--- src/rtl/lfps_pkg.sv ---
package lfps_pkg;

  localparam int unsigned SensorW  = 8;
  localparam int unsigned KpW      = 16;
  localparam int unsigned KdW      = 4;
  localparam int unsigned SpeedW   = 8;
  localparam int unsigned StepW    = 6;
  localparam int unsigned ModeW    = 2;
  localparam int unsigned ErrW     = 13;
  localparam int unsigned CfgIdxW  = 3;
  localparam int unsigned CfgDataW = 16;

  localparam int unsigned DivW      = 16;
  localparam int unsigned RemW      = 4;
  localparam int unsigned DivCycles = DivW / 2;
  localparam int unsigned DivCntW   = $clog2(DivCycles);

  localparam logic [CfgIdxW-1:0] CfgKp   = 3'd0;
  localparam logic [CfgIdxW-1:0] CfgKd   = 3'd1;
  localparam logic [CfgIdxW-1:0] CfgBase = 3'd2;
  localparam logic [CfgIdxW-1:0] CfgMax  = 3'd3;
  localparam logic [CfgIdxW-1:0] CfgStep = 3'd4;

  localparam logic [KpW-1:0]    KpReset   = 16'd2150;
  localparam logic [KdW-1:0]    KdReset   = 4'd1;
  localparam logic [SpeedW-1:0] BaseReset = 8'd115;
  localparam logic [SpeedW-1:0] MaxReset  = 8'd115;
  localparam logic [StepW-1:0]  StepReset = 6'd5;

  localparam logic signed [ErrW:0] CenterPos     = 14'sd3500;
  localparam logic [DivW-1:0]      SensorSpacing = 16'd1000;
  localparam logic [SensorW-1:0]   ExitPattern   = 8'h18;

  typedef enum logic [ModeW-1:0] {
    ModeTrack = 2'd0,
    ModeLeft  = 2'd1,
    ModeRight = 2'd2
  } drive_mode_e;

  typedef enum logic [2:0] {
    StIdle,
    StDecide,
    StDiv,
    StErr,
    StMul,
    StSum,
    StEmit
  } ctrl_state_e;

  typedef struct packed {
    logic load;
    logic enter_left;
    logic enter_right;
    logic emit_turn;
    logic div_step;
    logic err_calc;
    logic mul;
    logic sum;
    logic emit_pd;
  } dp_cmd_t;

  typedef struct packed {
    logic in_turn;
    logic left_hit;
    logic right_hit;
    logic empty;
    logic slot_free;
  } dp_status_t;

endpackage

--- src/rtl/lfps_sample_if.sv ---
interface lfps_sample_if;
  import lfps_pkg::*;

  logic               valid;
  logic               ready;
  logic [SensorW-1:0] sensor_bits;

  modport source (output valid, output sensor_bits, input ready);
  modport sink (input valid, input sensor_bits, output ready);
endinterface

--- src/rtl/lfps_duty_if.sv ---
interface lfps_duty_if;
  import lfps_pkg::*;

  logic              valid;
  logic              ready;
  logic [SpeedW-1:0] left_duty;
  logic [SpeedW-1:0] right_duty;
  logic [ModeW-1:0]  drive_mode;

  modport source (output valid, output left_duty, output right_duty, output drive_mode,
                  input ready);
  modport sink (input valid, input left_duty, input right_duty, input drive_mode,
                output ready);
endinterface

--- src/rtl/lfps_ctrl.sv ---
module lfps_ctrl (
  input  logic                 clk_i,
  input  logic                 rst_ni,
  input  logic                 in_valid_i,
  output logic                 in_ready_o,
  input  lfps_pkg::dp_status_t status_i,
  output lfps_pkg::dp_cmd_t    cmd_o
);
  import lfps_pkg::*;

  ctrl_state_e        state_q, state_d;
  logic [DivCntW-1:0] cnt_q, cnt_d;

  always_ff @(posedge clk_i or negedge rst_ni) begin
    if (!rst_ni) begin
      state_q <= StIdle;
      cnt_q   <= '0;
    end else begin
      state_q <= state_d;
      cnt_q   <= cnt_d;
    end
  end

  always_comb begin
    state_d    = state_q;
    cnt_d      = cnt_q;
    in_ready_o = 1'b0;
    cmd_o      = '0;
    unique case (state_q)
      StIdle: begin
        in_ready_o = 1'b1;
        if (in_valid_i) begin
          cmd_o.load = 1'b1;
          state_d    = StDecide;
        end
      end
      StDecide: begin
        priority if (status_i.in_turn) begin
          if (status_i.slot_free) begin
            cmd_o.emit_turn = 1'b1;
            state_d         = StIdle;
          end
        end else if (status_i.left_hit) begin
          cmd_o.enter_left = 1'b1;
          state_d          = StIdle;
        end else if (status_i.right_hit) begin
          cmd_o.enter_right = 1'b1;
          state_d           = StIdle;
        end else if (status_i.empty) begin
          state_d = StIdle;
        end else begin
          cnt_d   = '0;
          state_d = StDiv;
        end
      end
      StDiv: begin
        cmd_o.div_step = 1'b1;
        cnt_d          = cnt_q + 1'b1;
        if (cnt_q == DivCntW'(DivCycles - 1)) begin
          state_d = StErr;
        end
      end
      StErr: begin
        cmd_o.err_calc = 1'b1;
        state_d        = StMul;
      end
      StMul: begin
        cmd_o.mul = 1'b1;
        state_d   = StSum;
      end
      StSum: begin
        cmd_o.sum = 1'b1;
        state_d   = StEmit;
      end
      StEmit: begin
        if (status_i.slot_free) begin
          cmd_o.emit_pd = 1'b1;
          state_d       = StIdle;
        end
      end
      default: begin
        state_d = StIdle;
      end
    endcase
  end

endmodule

--- src/rtl/lfps_dp.sv ---
module lfps_dp (
  input  logic                                   clk_i,
  input  logic                                   rst_ni,
  input  logic                                   cfg_we_i,
  input  logic [lfps_pkg::CfgIdxW-1:0]           cfg_idx_i,
  input  logic [lfps_pkg::CfgDataW-1:0]          cfg_data_i,
  input  logic [lfps_pkg::SensorW-1:0]           sensor_bits_i,
  input  lfps_pkg::dp_cmd_t                      cmd_i,
  output lfps_pkg::dp_status_t                   status_o,
  input  logic                                   out_ready_i,
  output logic                                   out_valid_o,
  output logic [lfps_pkg::SpeedW-1:0]            left_duty_o,
  output logic [lfps_pkg::SpeedW-1:0]            right_duty_o,
  output logic [lfps_pkg::ModeW-1:0]             drive_mode_o
);
  import lfps_pkg::*;

  function automatic logic [2:0] count4(input logic [3:0] v);
    logic [2:0] n;
    n = '0;
    for (int i = 0; i < 4; i++) begin
      n = n + 3'(v[i]);
    end
    return n;
  endfunction

  function automatic logic [RemW:0] div_bit(input logic [RemW-1:0] rem, input logic din,
                                            input logic [RemW-1:0] dvs);
    logic [RemW:0] r2;
    logic [RemW:0] diff;
    r2   = {rem, din};
    diff = r2 - {1'b0, dvs};
    if (r2 >= {1'b0, dvs}) begin
      return {1'b1, diff[RemW-1:0]};
    end
    return {1'b0, r2[RemW-1:0]};
  endfunction

  function automatic logic [SpeedW-1:0] turn_duty(input logic [SpeedW-1:0] max_v,
                                                  input logic [StepW-1:0] step_v,
                                                  input logic [2:0] outer);
    logic [1:0]        n;
    logic [SpeedW-1:0] cut;
    n   = 2'(outer[0]) + 2'(outer[1]) + 2'(outer[2]);
    cut = {2'b00, step_v} * {6'b0, n};
    if (cut > max_v) begin
      return '0;
    end
    return max_v - cut;
  endfunction

  function automatic logic [SpeedW-1:0] clamp_duty(input logic signed [20:0] v,
                                                   input logic [SpeedW-1:0] max_v);
    if (v < 0) begin
      return '0;
    end
    if (v > $signed({13'b0, max_v})) begin
      return max_v;
    end
    return v[SpeedW-1:0];
  endfunction

  logic [KpW-1:0]    kp_q;
  logic [KdW-1:0]    kd_q;
  logic [SpeedW-1:0] base_q;
  logic [SpeedW-1:0] max_q;
  logic [StepW-1:0]  step_q;

  drive_mode_e              mode_q;
  logic signed [ErrW-1:0]   prev_err_q;
  logic                     out_valid_q;

  logic [SensorW-1:0]       sample_q;
  logic [DivW-1:0]          quo_q, quo_d;
  logic [RemW-1:0]          rem_q, rem_d;
  logic [RemW-1:0]          dvs_q;
  logic signed [ErrW-1:0]   err_q, err_d;
  logic signed [ErrW:0]     diff_q, diff_d;
  logic signed [29:0]       pkp_q, pkp_d;
  logic signed [18:0]       pkd_q, pkd_d;
  logic signed [19:0]       ctl_q, ctl_d;
  logic [SpeedW-1:0]        left_q, right_q;
  logic [ModeW-1:0]         dmode_q;

  logic [4:0]               wsum;
  logic [DivW-1:0]          dividend;
  logic [2:0]               lc, rc;
  logic [RemW:0]            s1, s2;
  logic signed [ErrW:0]     err_wide;
  logic signed [35:0]       c_sum, c_adj;
  logic signed [20:0]       ctl_ext;
  logic signed [20:0]       base_ext;
  logic                     slot_free;

  always_comb begin
    wsum = '0;
    for (int b = 0; b < SensorW; b++) begin
      if (sensor_bits_i[b]) begin
        wsum = wsum + 5'(SensorW - 1 - b);
      end
    end
    dividend = 16'(wsum) * SensorSpacing;
  end

  assign lc = count4(sample_q[7:4]);
  assign rc = count4(sample_q[3:0]);

  assign slot_free = !out_valid_q || out_ready_i;

  assign status_o.in_turn   = (mode_q == ModeLeft) || (mode_q == ModeRight);
  assign status_o.left_hit  = (lc >= 3'd3) && (rc <= 3'd2);
  assign status_o.right_hit = (rc >= 3'd3) && (lc <= 3'd2);
  assign status_o.empty     = (sample_q == '0);
  assign status_o.slot_free = slot_free;

  always_comb begin
    s1    = div_bit(rem_q, quo_q[DivW-1], dvs_q);
    s2    = div_bit(s1[RemW-1:0], quo_q[DivW-2], dvs_q);
    quo_d = {quo_q[DivW-3:0], s1[RemW], s2[RemW]};
    rem_d = s2[RemW-1:0];
  end

  always_comb begin
    err_wide = CenterPos - $signed({1'b0, quo_q[ErrW-1:0]});
    err_d    = err_wide[ErrW-1:0];
    diff_d   = {err_d[ErrW-1], err_d} - {prev_err_q[ErrW-1], prev_err_q};
    pkp_d    = 30'($signed({1'b0, kp_q})) * 30'(err_q);
    pkd_d    = 19'($signed({1'b0, kd_q})) * 19'(diff_q);
    c_sum    = 36'(pkp_q) + (36'(pkd_q) <<< 16);
    c_adj    = c_sum + (c_sum[35] ? 36'sd65535 : 36'sd0);
    ctl_d    = c_adj[35:16];
    ctl_ext  = {ctl_q[19], ctl_q};
    base_ext = $signed({13'b0, base_q});
  end

  always_ff @(posedge clk_i or negedge rst_ni) begin
    if (!rst_ni) begin
      kp_q   <= KpReset;
      kd_q   <= KdReset;
      base_q <= BaseReset;
      max_q  <= MaxReset;
      step_q <= StepReset;
    end else if (cfg_we_i) begin
      unique case (cfg_idx_i)
        CfgKp:   kp_q   <= cfg_data_i[KpW-1:0];
        CfgKd:   kd_q   <= cfg_data_i[KdW-1:0];
        CfgBase: base_q <= cfg_data_i[SpeedW-1:0];
        CfgMax:  max_q  <= cfg_data_i[SpeedW-1:0];
        CfgStep: step_q <= cfg_data_i[StepW-1:0];
        default: ;
      endcase
    end
  end

  always_ff @(posedge clk_i or negedge rst_ni) begin
    if (!rst_ni) begin
      mode_q      <= ModeTrack;
      prev_err_q  <= '0;
      out_valid_q <= 1'b0;
    end else begin
      if (cmd_i.enter_left) begin
        mode_q <= ModeLeft;
      end else if (cmd_i.enter_right) begin
        mode_q <= ModeRight;
      end else if (cmd_i.emit_turn && sample_q == ExitPattern) begin
        mode_q <= ModeTrack;
      end
      if (cmd_i.emit_pd) begin
        prev_err_q <= err_q;
      end
      if (cmd_i.emit_turn || cmd_i.emit_pd) begin
        out_valid_q <= 1'b1;
      end else if (out_ready_i) begin
        out_valid_q <= 1'b0;
      end
    end
  end

  always_ff @(posedge clk_i) begin
    if (cmd_i.load) begin
      sample_q <= sensor_bits_i;
      quo_q    <= dividend;
      rem_q    <= '0;
      dvs_q    <= 4'(count4(sensor_bits_i[7:4])) + 4'(count4(sensor_bits_i[3:0]));
    end else if (cmd_i.div_step) begin
      quo_q <= quo_d;
      rem_q <= rem_d;
    end
    if (cmd_i.err_calc) begin
      err_q  <= err_d;
      diff_q <= diff_d;
    end
    if (cmd_i.mul) begin
      pkp_q <= pkp_d;
      pkd_q <= pkd_d;
    end
    if (cmd_i.sum) begin
      ctl_q <= ctl_d;
    end
    if (cmd_i.emit_turn) begin
      if (mode_q == ModeLeft) begin
        left_q  <= '0;
        right_q <= turn_duty(max_q, step_q, sample_q[7:5]);
      end else begin
        left_q  <= turn_duty(max_q, step_q, sample_q[2:0]);
        right_q <= '0;
      end
      dmode_q <= mode_q;
    end else if (cmd_i.emit_pd) begin
      left_q  <= clamp_duty(base_ext - ctl_ext, max_q);
      right_q <= clamp_duty(base_ext + ctl_ext, max_q);
      dmode_q <= ModeTrack;
    end
  end

  assign out_valid_o  = out_valid_q;
  assign left_duty_o  = left_q;
  assign right_duty_o = right_q;
  assign drive_mode_o = dmode_q;

endmodule

--- src/rtl/line_follower_pd_steering.sv ---
// PD steering for an eight-sensor line follower. Each sample transfer is either
// taken as the start of a sharp turn (no result), ignored when no sensor sees the
// line, or turned into a pair of motor duties; in a sharp turn every sample gives
// a result, and the centred sample 0x18 ends the turn. A tracking sample goes from
// its transfer through a decide step, eight passes of the two-bit-per-cycle
// position divider, then error, multiply and sum stages, to the output write.
// A turn sample is written to the output register from its decide step, and
// turn-entry and empty samples also end at the decide step.
// One sample is in work at a time; a held output stalls only a sample that has
// reached its last step. Registers: 0 kp (Q16), 1 kd, 2 base duty, 3 max duty,
// 4 turn step; write them only while the block is idle.
module line_follower_pd_steering (
  input  logic                          clk_i,
  input  logic                          rst_ni,
  lfps_sample_if.sink                   sample_if,
  lfps_duty_if.source                   duty_if,
  input  logic                          cfg_we_i,
  input  logic [lfps_pkg::CfgIdxW-1:0]  cfg_idx_i,
  input  logic [lfps_pkg::CfgDataW-1:0] cfg_data_i
);
  import lfps_pkg::*;

  dp_cmd_t    cmd;
  dp_status_t status;

  lfps_ctrl u_ctrl (
    .clk_i      (clk_i),
    .rst_ni     (rst_ni),
    .in_valid_i (sample_if.valid),
    .in_ready_o (sample_if.ready),
    .status_i   (status),
    .cmd_o      (cmd)
  );

  lfps_dp u_dp (
    .clk_i         (clk_i),
    .rst_ni        (rst_ni),
    .cfg_we_i      (cfg_we_i),
    .cfg_idx_i     (cfg_idx_i),
    .cfg_data_i    (cfg_data_i),
    .sensor_bits_i (sample_if.sensor_bits),
    .cmd_i         (cmd),
    .status_o      (status),
    .out_ready_i   (duty_if.ready),
    .out_valid_o   (duty_if.valid),
    .left_duty_o   (duty_if.left_duty),
    .right_duty_o  (duty_if.right_duty),
    .drive_mode_o  (duty_if.drive_mode)
  );

endmodule
--- src/flat_wrapper.sv ---
// flat-port wrapper written by rule: the top's interface ports become plain ports
module line_follower_pd_steering_flat import lfps_pkg::*;
  (clk_i, rst_ni, cfg_we_i, cfg_idx_i, cfg_data_i, sample_if_valid, sample_if_sensor_bits, sample_if_ready, duty_if_valid, duty_if_left_duty, duty_if_right_duty, duty_if_drive_mode, duty_if_ready);
  lfps_sample_if sample_if_i ();
  lfps_duty_if duty_if_i ();
  input  logic clk_i;
  input  logic rst_ni;
  input  logic cfg_we_i;
  input  logic [lfps_pkg::CfgIdxW-1:0] cfg_idx_i;
  input  logic [lfps_pkg::CfgDataW-1:0] cfg_data_i;
  input wire logic [$bits(sample_if_i.valid)-1:0] sample_if_valid;
  input wire logic [$bits(sample_if_i.sensor_bits)-1:0] sample_if_sensor_bits;
  output wire logic [$bits(sample_if_i.ready)-1:0] sample_if_ready;
  output wire logic [$bits(duty_if_i.valid)-1:0] duty_if_valid;
  output wire logic [$bits(duty_if_i.left_duty)-1:0] duty_if_left_duty;
  output wire logic [$bits(duty_if_i.right_duty)-1:0] duty_if_right_duty;
  output wire logic [$bits(duty_if_i.drive_mode)-1:0] duty_if_drive_mode;
  input wire logic [$bits(duty_if_i.ready)-1:0] duty_if_ready;
  assign sample_if_i.valid = sample_if_valid;
  assign sample_if_i.sensor_bits = sample_if_sensor_bits;
  assign sample_if_ready = sample_if_i.ready;
  assign duty_if_valid = duty_if_i.valid;
  assign duty_if_left_duty = duty_if_i.left_duty;
  assign duty_if_right_duty = duty_if_i.right_duty;
  assign duty_if_drive_mode = duty_if_i.drive_mode;
  assign duty_if_i.ready = duty_if_ready;
  line_follower_pd_steering u_core (.clk_i(clk_i), .rst_ni(rst_ni), .sample_if(sample_if_i), .duty_if(duty_if_i), .cfg_we_i(cfg_we_i), .cfg_idx_i(cfg_idx_i), .cfg_data_i(cfg_data_i));
endmodule
--- config.mk ---
export PLATFORM = sky130hd
export DESIGN_NAME = line_follower_pd_steering_flat
export DESIGN_NICKNAME = d
export VERILOG_FILES = /design/src/rtl/lfps_pkg.sv /design/src/rtl/lfps_sample_if.sv /design/src/rtl/lfps_duty_if.sv /design/src/rtl/lfps_ctrl.sv /design/src/rtl/lfps_dp.sv /design/src/rtl/line_follower_pd_steering.sv /design/src/flat_wrapper.sv
export SDC_FILE = /design/constraint.sdc
export NUM_CORES = 1
export LEC_CHECK = 0
export ABC_CLOCK_PERIOD_IN_PS = 10500
export BUFFER_PORTS_ARGS = -buffer_cell sky130_fd_sc_hd__buf_2
export CAP_MARGIN = 20
export CORE_MARGIN = 2
export CORE_UTILIZATION = 53
export DETAILED_ROUTE_END_ITERATION = 8
export PLACE_DENSITY = 0.69
export SLEW_MARGIN = 20
export SYNTH_ARGS = -nofsm -noshare
export SYNTH_HDL_FRONTEND = slang
export SYNTH_SLANG_ARGS = --single-unit
--- constraint.sdc ---
create_clock -name clk_i -period 10.5 [get_ports clk_i]
set_input_delay 3.15 -clock clk_i [delete_from_list [all_inputs] [get_ports clk_i]]
set_output_delay 3.15 -clock clk_i [all_outputs]
set_load 0.01 [all_outputs]
After elaboration in Yosys (flattened, before gate mapping)
Index checks and enable logic that the tools add are counted.
{"block": "totals", "regBits": 210, "latchBits": 0, "ramBits": 0, "rom_bits": 0, "in_bits": 32, "out_inout_bits": 20, "elab_cells": 205, "mem_count": 0}
{"block": "classes", "n_addsub": 34, "mul": 5, "div": 0, "n_lt_le_gt_ge": 12, "eq_ne": 20, "shifts": 0, "muxes": 89, "n_bitwise": 0, "n_reduce_logical": 22}
{"op": "two-way mux 8 bit", "n": 18}
{"op": "two-way mux 5 bit", "n": 10}
{"op": "> comparator 21 x 9 -> 1 bit", "n": 2}
{"op": "< comparator 21 x 1 -> 1 bit (second input constant)", "n": 2}
{"op": "two-way mux 1 bit", "n": 37}
{"op": "adder 30 x 35 -> 36 bit", "n": 1}
{"op": "adder 36 x 17 -> 36 bit", "n": 1}
{"op": "two-way mux 3 bit", "n": 12}
{"op": "multiplier 17 x 13 -> 30 bit", "n": 1}
{"op": "two-way mux 15 bit", "n": 2}
{"op": "adder 9 x 20 -> 21 bit", "n": 1}
{"op": "one-hot mux 3 bit (7 select lines)", "n": 1}
{"op": "subtractor 9 x 20 -> 21 bit", "n": 1}
{"op": "multiplier 5 x 14 -> 19 bit", "n": 1}
{"op": "> comparator 8 bit", "n": 2}
{"op": "multiplier 6 x 2 -> 8 bit", "n": 2}
{"op": "two-way mux 16 bit", "n": 1}
{"op": "subtractor 8 bit", "n": 2}
{"op": "equality test 3 bit (second input constant)", "n": 5}
{"op": "two-way mux 2 bit", "n": 7}
{"op": "subtractor 13 x 13 -> 14 bit", "n": 1}
{"op": "subtractor 12 x 13 -> 13 bit (first input constant)", "n": 1}
{"op": "adder 1 x 1 -> 2 bit", "n": 6}
{"op": "adder 2 x 1 -> 3 bit", "n": 4}
{"op": "other kinds (29)", "n": 61}

Depth between registers and ports, before layout
Gate-level depths: netlist of run 1.
{"block": "depth", "ltp_word": 17, "ltp_mapped": 27, "depth_no_buf": 27}

Modules after synthesis
Synthesis of run 1 repeated with hierarchy kept, for this count alone.
{"block": "unflattened", "cells_unflattened": 2430, "hier_area_um2": 23548.8}
{"mod": "lfps_dp", "instances": 1, "cells_each": 2384, "area_each_um2": 23120.9, "seq_area_each_um2": 5778.0}
{"mod": "lfps_ctrl", "instances": 1, "cells_each": 46, "area_each_um2": 427.9, "seq_area_each_um2": 150.1}

Least setup slack after synthesis of run 1
OpenSTA, ideal clock, no wires.
{"block": "synth_timing", "path_kind": "input to register", "from": "input sample_if_sensor_bits[0]", "to": "register u_core.u_dp.quo_q[14] (data pin)", "setup_ns": 0.268, "arrival_ns": 8.376, "required_ns": 10.232, "slack_ns": 1.857, "path_stages": 25, "path_buffers": 0, "path_cell_list": "inv_1 ha_1 xor2_1 ha_1 nor2_1 xor2_1 ha_1 mux2i_1 nor2_1 mux2i_1 o31ai_1 xnor2_1 fa_1 fa_1 fa_1 inv_1 ha_1 o21ai_0 a21boi_0 o21a_1 o21ai_0 nand2b_1 a21oi_1 xnor2_1 o21ai_0"}
{"block": "synth_between", "elab_chain_cells": 15}
{"item": "start, declared", "line_no": "flat_wrapper.sv:12", "rtl": "input wire logic [$bits(sample_if_i.sensor_bits)-1:0] sample_if_sensor_bits;"}
{"item": "two-way mux 3 bit (*)", "line_no": "lfps_dp.sv:98", "rtl": "if (sensor_bits_i[b]) begin"}
{"item": "adder 3 x 3 -> 4 bit", "line_no": "lfps_dp.sv:99", "rtl": "wsum = wsum + 5'(SensorW - 1 - b);"}
{"item": "two-way mux 5 bit (*)", "line_no": "lfps_dp.sv:98"}
{"item": "adder 5 x 3 -> 5 bit", "line_no": "lfps_dp.sv:99"}
{"item": "two-way mux 5 bit (*)", "line_no": "lfps_dp.sv:98"}
{"item": "adder 5 x 3 -> 5 bit", "line_no": "lfps_dp.sv:99"}
{"item": "two-way mux 5 bit (*)", "line_no": "lfps_dp.sv:98"}
{"item": "adder 5 x 2 -> 5 bit", "line_no": "lfps_dp.sv:99"}
{"item": "two-way mux 5 bit (*)", "line_no": "lfps_dp.sv:98"}
{"item": "adder 5 x 2 -> 5 bit", "line_no": "lfps_dp.sv:99"}
{"item": "two-way mux 5 bit (*)", "line_no": "lfps_dp.sv:98"}
{"item": "adder 5 x 1 -> 5 bit", "line_no": "lfps_dp.sv:99"}
{"item": "two-way mux 5 bit (*)", "line_no": "lfps_dp.sv:98"}
{"item": "multiplier 5 x 7 -> 12 bit (*)", "line_no": "lfps_dp.sv:102", "rtl": "dividend = 16'(wsum) * SensorSpacing;"}
{"item": "two-way mux 15 bit (*)", "line_no": "lfps_dp.sv:180", "rtl": "if (cmd_i.load) begin"}
{"item": "end signal, assigned", "line_no": "lfps_dp.sv:182", "rtl": "quo_q <= dividend;"}
{"item": "end signal, assigned", "line_no": "lfps_dp.sv:186", "rtl": "quo_q <= quo_d;"}
{"item": "end, declared", "line_no": "lfps_dp.sv:74", "rtl": "logic [DivW-1:0] quo_q, quo_d;"}
Mark *: on every way between the ends. The rest lies on a longest branch, timed or not.
A chain may end at the register's enable or synchronous reset.

Worst setup path after layout of run 1
Ends and elaborated chain as after synthesis.

==> results of run 1 <==
-- flip-flops by register name, indices dropped and copies added, names as in the netlist, 2 cells and up --
name                      cells
u_core.u_dp.drive_mode_o      2
u_core.u_dp.prev_err_q       13
u_core.u_dp.kd_q              4
u_core.u_dp.diff_q           14
u_core.u_dp.step_q            6
u_core.u_ctrl.state_q         3
u_core.u_dp.err_q            13
u_core.u_dp.pkp_q            30
u_core.u_dp.pkd_q            19
u_core.u_dp.rem_q             4
u_core.u_dp.max_q             8
u_core.u_dp.ctl_q            20
u_core.u_dp.left_duty_o       8
u_core.u_dp.kp_q             16
u_core.u_dp.right_duty_o      8
u_core.u_dp.mode_q            2
u_core.u_ctrl.cnt_q           3
u_core.u_dp.quo_q            16
u_core.u_dp.dvs_q             4
u_core.u_dp.sample_q          8
u_core.u_dp.base_q            8
-- per-stage QoR --
stage | worst slack, ns | utilization [%]
global route | 0.939 | 57.5
floorplan | 1.86 | -
global placement | 1.28 | 55.4
detailed placement | 1.01 | 55.4
finish | 1.53 | 57.5
CTS | 1.58 | 57.5
-- metal layers --
metal,vias to the layer above,GRT usage [%]
li1,8085,-
met1,8211,30.7
met2,313,39.4
met3,103,2.35
met4,0,7.25
met5,-,0
-- final cells by class --
cell class	count	area share [%]
Tap cell	592	2.93
Clock buffer	34	3.10
Timing Repair Buffer	59	1.25
Multi-Input combinational cell	1758	63.3
Sequential cell	210	23.4
Inverter	368	5.46
Clock inverter	16	0.583
-- cell families after synthesis --
logic type	synth area share, %
fa+ha+maj	33.6
buf+inv	6.86
simple gates	14.3
flops	25.2
compound gates	10.5
mux	3.94
xor+xnor	5.60
-- cell usage in the layout (no fill, tap or decap), types with 30 or more instances in the layout --
cell and n:
xnor2_1 95, a21oi_1 83, inv_1 367, mux2_2 61, dfrtp_1 46, nor2b_1 35
nand2b_1 32, a21o_1 54, fa_1 211, xor2_1 53, nand2_1 204, o21ai_0 66
edfxtp_1 138, clkbuf_16 30, and2_1 160, nor2_1 93, ha_1 295, buf_2 51
-- worst min path at each step --
stage	start	endpoint	slack, ns	depth (start not counted)
floorplan	u_core.u_dp.quo_q[0]	u_core.u_dp.err_q[0]	0.43	0
finish	u_core.u_dp.quo_q[0]	u_core.u_dp.err_q[0]	0.46	0
detailed placement	u_core.u_dp.quo_q[0]	u_core.u_dp.err_q[0]	0.45	0
global route	u_core.u_dp.quo_q[0]	u_core.u_dp.err_q[0]	0.49	0
CTS	u_core.u_dp.quo_q[0]	u_core.u_dp.err_q[0]	0.47	0
global placement	u_core.u_dp.quo_q[0]	u_core.u_dp.err_q[0]	0.44	0
==> results.cfg, run 1 <==
[outcome]
status = completed

[detailed_routing]
drt_first_pass_iters = 7
wl_per_cell_um = 17.1
top_layer = met4
ant_nets = 0
dr_wl_met2_um = 25000
vias = 16700
viasPerCell = 5.50
wl_met3_um = 1880
drt-met1-wl_um = 23600
drt-total-wl_um = 52100
dr.first_iter.drc_count = 977
drcViolationCount = 0

[worst_setup_path]
reg2reg_from = u_core.u_dp.err_q[12]
path_delay_family = adder cells
r2r_end = u_core.u_dp.pkp_q[22]
cp-startpoint = sample_if_sensor_bits[0]
crit_buf_inv = 3
arrival_ns = 9.27
crit_fanout = 7
cp_num_cells = 26
worst_ep_required_time_ns = 10.80
crit_path_end = u_core.u_dp.quo_q[14]
rrSetupSlack_ns = 3.65
crit_type = input port to flip-flop
start_kind = input port
crit_path_max_incr_delay_ns = 0.56
slowest_stage = fa_1
endpoint_kind = flip-flop
cpMostUsedCell = ha_1
rr_worst_depth = 20

[sta]
hold_ws_ns = 0.462
slew_headroom_pct = 30.8
grt_setup_unrepaired = no
tightest_slew_ns = 1.03
max_freq_mhz = 111
finalCriticalPeriod_ns = 8.97
skew_ns = 0.0166
final.period_utilization_pct = 85.5
hold_viol = 0
drv_slew = 0
finalSetupTns_ns = 0
setup_viol = 0

[finish]
multi_input_area_um2 = 16000
syn_to_final_growth_pct = 7.55
final_cell_count_no_fill = 3037
post-route-cell-area_um2 = 25300
n_fill_cell = 3801
antennaDiodeCount = 0
regArea_um2 = 5930
nNetsFinal = 2962
layout-drive-gt1-share_pct = 9.00

[global_routing]
grt_pass1_vias = 17500
grt_remaining_overflow = 0
grt_usage_pct = 23.0
grt_pass1_wl_um = 87100
grt_start_max_net_pins = 65
antenna_found_initial = 0

[logic_synthesis]
synth_nets = 2932
yosysSeqAreaShare_pct = 25.2
synth_seq_cells = 210
synth_top_area_share_pct = 17.9
syn_inst = 2394
synth-warning-count = 0
synth_cell_type_count = 82
synth_common_cells = inv_1, ha_1, fa_1
netlist_area_um2 = 23500
synth_area_leaders = fa_1, edfxtp_1, ha_1
yosysMostFrequentCell = inv_1
synth_edf_count = 138
synth_largest_area_cell = fa_1
async_reset_ff_share_pct = 30.5
syn_avg_cell_area_um2 = 9.83
ys.flop_type = edfxtp_1

[clock_network]
cts.clk_slew.worst_paths_ns = 0.06
clkLatencyLatePin_ns = 0.56
numCtsBuffers = 27
cts_max_level = 1
ctsResizeCount = 0
clock-sinks = 210
cts_setup_buffers = 0
cts_hold_buf = 0
ctsRootBufferMaster = clkbuf_16
cts_tree = done
clockBufferDepth = 3

[floorplanning]
die_h_um = 215
floorplan.initialDensity_pct = 53.5
core_area_um2 = 44000
die_w_um = 215
die-area_um2 = 46100
pin_count = 52
rows = 77

[placement]
dp_cells = 2987
placed_area_um2 = 24400
dpl.hpwl_um = 41600
portBuffers = 51
gp_congestion = 0.910

[job]
cap_violations = 0

[worst_hold_path]
hold_class = flip-flop to flip-flop
Power of run 1 is left out: the tool's default activity adds up to more than one toggle a clock period on the data nets, which glitch-free logic cannot reach.
==> run 2: changes to the inputs <==
CORE_UTILIZATION = 60   (was 53)
PLACE_DENSITY = 0.77   (was 0.69)
SYNTH_HIERARCHICAL = 1   (was default)
==> run 2 against run 1 <==
Worst setup slack better by 0.46 ns. Synthesized cell count is 1.5% higher. Clock skew is 0.0056 ns lower. Core utilization is 7.3 points higher. Via count is 0.88% higher. Critical path type unchanged. Largest cell class unchanged.
==> results.cfg, run 2 <==
[floorplanning]
rows = 72
core_area_um2 = 38700
die-area_um2 = 40800
pin_count = 52
die_w_um = 202
die_h_um = 202
floorplan.initialDensity_pct = 60.8

[worst_setup_path]
cpMostUsedCell = ha_1
cp_num_cells = 28
r2r_end = u_core/u_dp/pkp_q[29]
worst_ep_required_time_ns = 10.77
rr_worst_depth = 19
arrival_ns = 8.78
rrSetupSlack_ns = 3.50
crit_buf_inv = 4
slowest_stage = fa_1
crit_path_max_incr_delay_ns = 0.55
path_delay_family = adder cells
crit_type = input port to flip-flop
crit_fanout = 7
start_kind = input port
reg2reg_from = u_core/u_dp/err_q[8]
endpoint_kind = flip-flop

[detailed_routing]
ant_nets = 0
dr.first_iter.drc_count = 877
vias = 16900
drt_first_pass_iters = 5
wl_per_cell_um = 16.9
viasPerCell = 5.63
drcViolationCount = 0
drt-total-wl_um = 50500

[logic_synthesis]
synth_cell_type_count = 89
ys.flop_type = edfxtp_1
async_reset_ff_share_pct = 30.5
synth_area_leaders = fa_1, edfxtp_1, ha_1
synth_common_cells = inv_1, ha_1, fa_1
syn_avg_cell_area_um2 = 9.69
synth_largest_area_cell = fa_1
synth_seq_cells = 210
synth-warning-count = 6
yosysSeqAreaShare_pct = 25.2
syn_inst = 2430
synth_edf_count = 138
synth_top_area_share_pct = 17.9
netlist_area_um2 = 23500
yosysMostFrequentCell = inv_1
synth_nets = 2968

[global_routing]
grt_pass1_wl_um = 84600
grt_start_max_net_pins = 65
grtUsageMet2_pct = 44.1
grt_remaining_overflow = 0
antenna_found_initial = 0
gr-max-usage-layer = met2
met1_usage_pct = 32.6
grt_pass1_vias = 17600
met3_usage_pct = 3.11
grt_usage_pct = 25.2

[finish]
syn_to_final_growth_pct = 6.52
largest_register_ffs = 30
layout_common_cells = inv_1, ha_1, fa_1
layout-drive-gt1-share_pct = 7.83
antennaDiodeCount = 0
regMostFlops = u_core/u_dp/pkp_q
n_fill_cell = 3139
reg_top3 = u_core/u_dp/pkp_q: 30 flops, u_core/u_dp/ctl_q: 20 flops, u_core/u_dp/pkd_q: 19 flops
nNetsFinal = 2997
final_common_cell = inv_1

[sta]
drv_slew = 0
skew_ns = 0.0111
final.period_utilization_pct = 81.1
max_freq_mhz = 117
grt_setup_unrepaired = no
finalCriticalPeriod_ns = 8.52
finalSetupTns_ns = 0
hold_ws_ns = 0.498
slew_headroom_pct = 35.0
hold_viol = 0
setup_ws_ns = 1.99
setup_viol = 0
tightest_slew_ns = 0.969

[worst_hold_path]
min_to = u_core/u_dp/quo_q[15]
holdPathStages = 2
min_from = u_core/u_dp/quo_q[13]
hold_class = flip-flop to flip-flop

[clock_network]
cts_tree = done
clockBufferDepth = 3
cts.clk_slew.worst_paths_ns = 0.06
cts_setup_buffers = 0
ctsResizeCount = 0
ctsRootBufferMaster = clkbuf_16
cts_max_level = 1
clock-sinks = 210
clkLatencyLatePin_ns = 0.53
numCtsBuffers = 24
cts_hold_buf = 0

[placement]
place_ws_ns = 1.45
portBuffers = 51
dpl.hpwl_um = 40500
gp_congestion = 0.914

[job]
cap_violations = 0

[outcome]
status = completed
## run 2: cell families after synthesis
kind of cell | Yosys count | synth area share, %
AO/OA/AOI/OAI | 373 | 10.4
XOR/XNOR | 151 | 5.67
adder cells (fa/ha/maj) | 506 | 33.6
buffers and inverters | 448 | 7.23
flip-flops | 210 | 25.2
multiplexers | 63 | 2.93
AND/OR/NAND/NOR | 679 | 15.0
## run 2: worst max path at each step
stage | from | endpoint | slack (ns)
after floorplan | sample_if_sensor_bits[0] | u_core/u_dp/quo_q[14] | 2.18
after global placement | sample_if_sensor_bits[0] | u_core/u_dp/quo_q[14] | 1.68
after detailed placement | sample_if_sensor_bits[0] | u_core/u_dp/quo_q[14] | 1.45
after CTS | sample_if_sensor_bits[0] | u_core/u_dp/quo_q[14] | 1.97
after global routing | sample_if_sensor_bits[0] | u_core/u_dp/quo_q[14] | 1.52
final | sample_if_sensor_bits[0] | u_core/u_dp/quo_q[14] | 1.99
## run 2: worst min-delay path, stage by stage, from the launching register on
cell and delay [ns]:
edfxtp_1 0.32, mux2i_1 0.06, nor2_1 0.08
## run 2: cell type report
class | count | area [µm²] | share of cell area (%)
timing repair buffer | 60 | 323 | 1.29
multi-input combinational | 1772 | 15900 | 63.5
clock buffer | 28 | 647 | 2.58
tap | 518 | 648 | 2.58
sequential | 210 | 5930 | 23.6
clock inverter | 16 | 141 | 0.564
inverter | 391 | 1470 | 5.85
## run 2: metrics by stage
stage | cells | utilization (%) | area (µm²)
floorplan | 2430 | - | 23500
global placement | 2951 | 62.7 | 24300
detailed placement | 2951 | 62.7 | 24300
CTS | 2995 | 64.8 | 25100
global route | 2995 | 64.8 | 25100
finish | 2995 | 64.8 | 25100
## run 2: routing by layer
metal / share of wire (%) / vias to the layer above
met5: 0 / -
met4: 3.3 / 0
met3: 3.7 / 94
met2: 49 / 345
met1: 44 / 8303
li1: - / 8117
Power of run 2 is left out for the same reason.
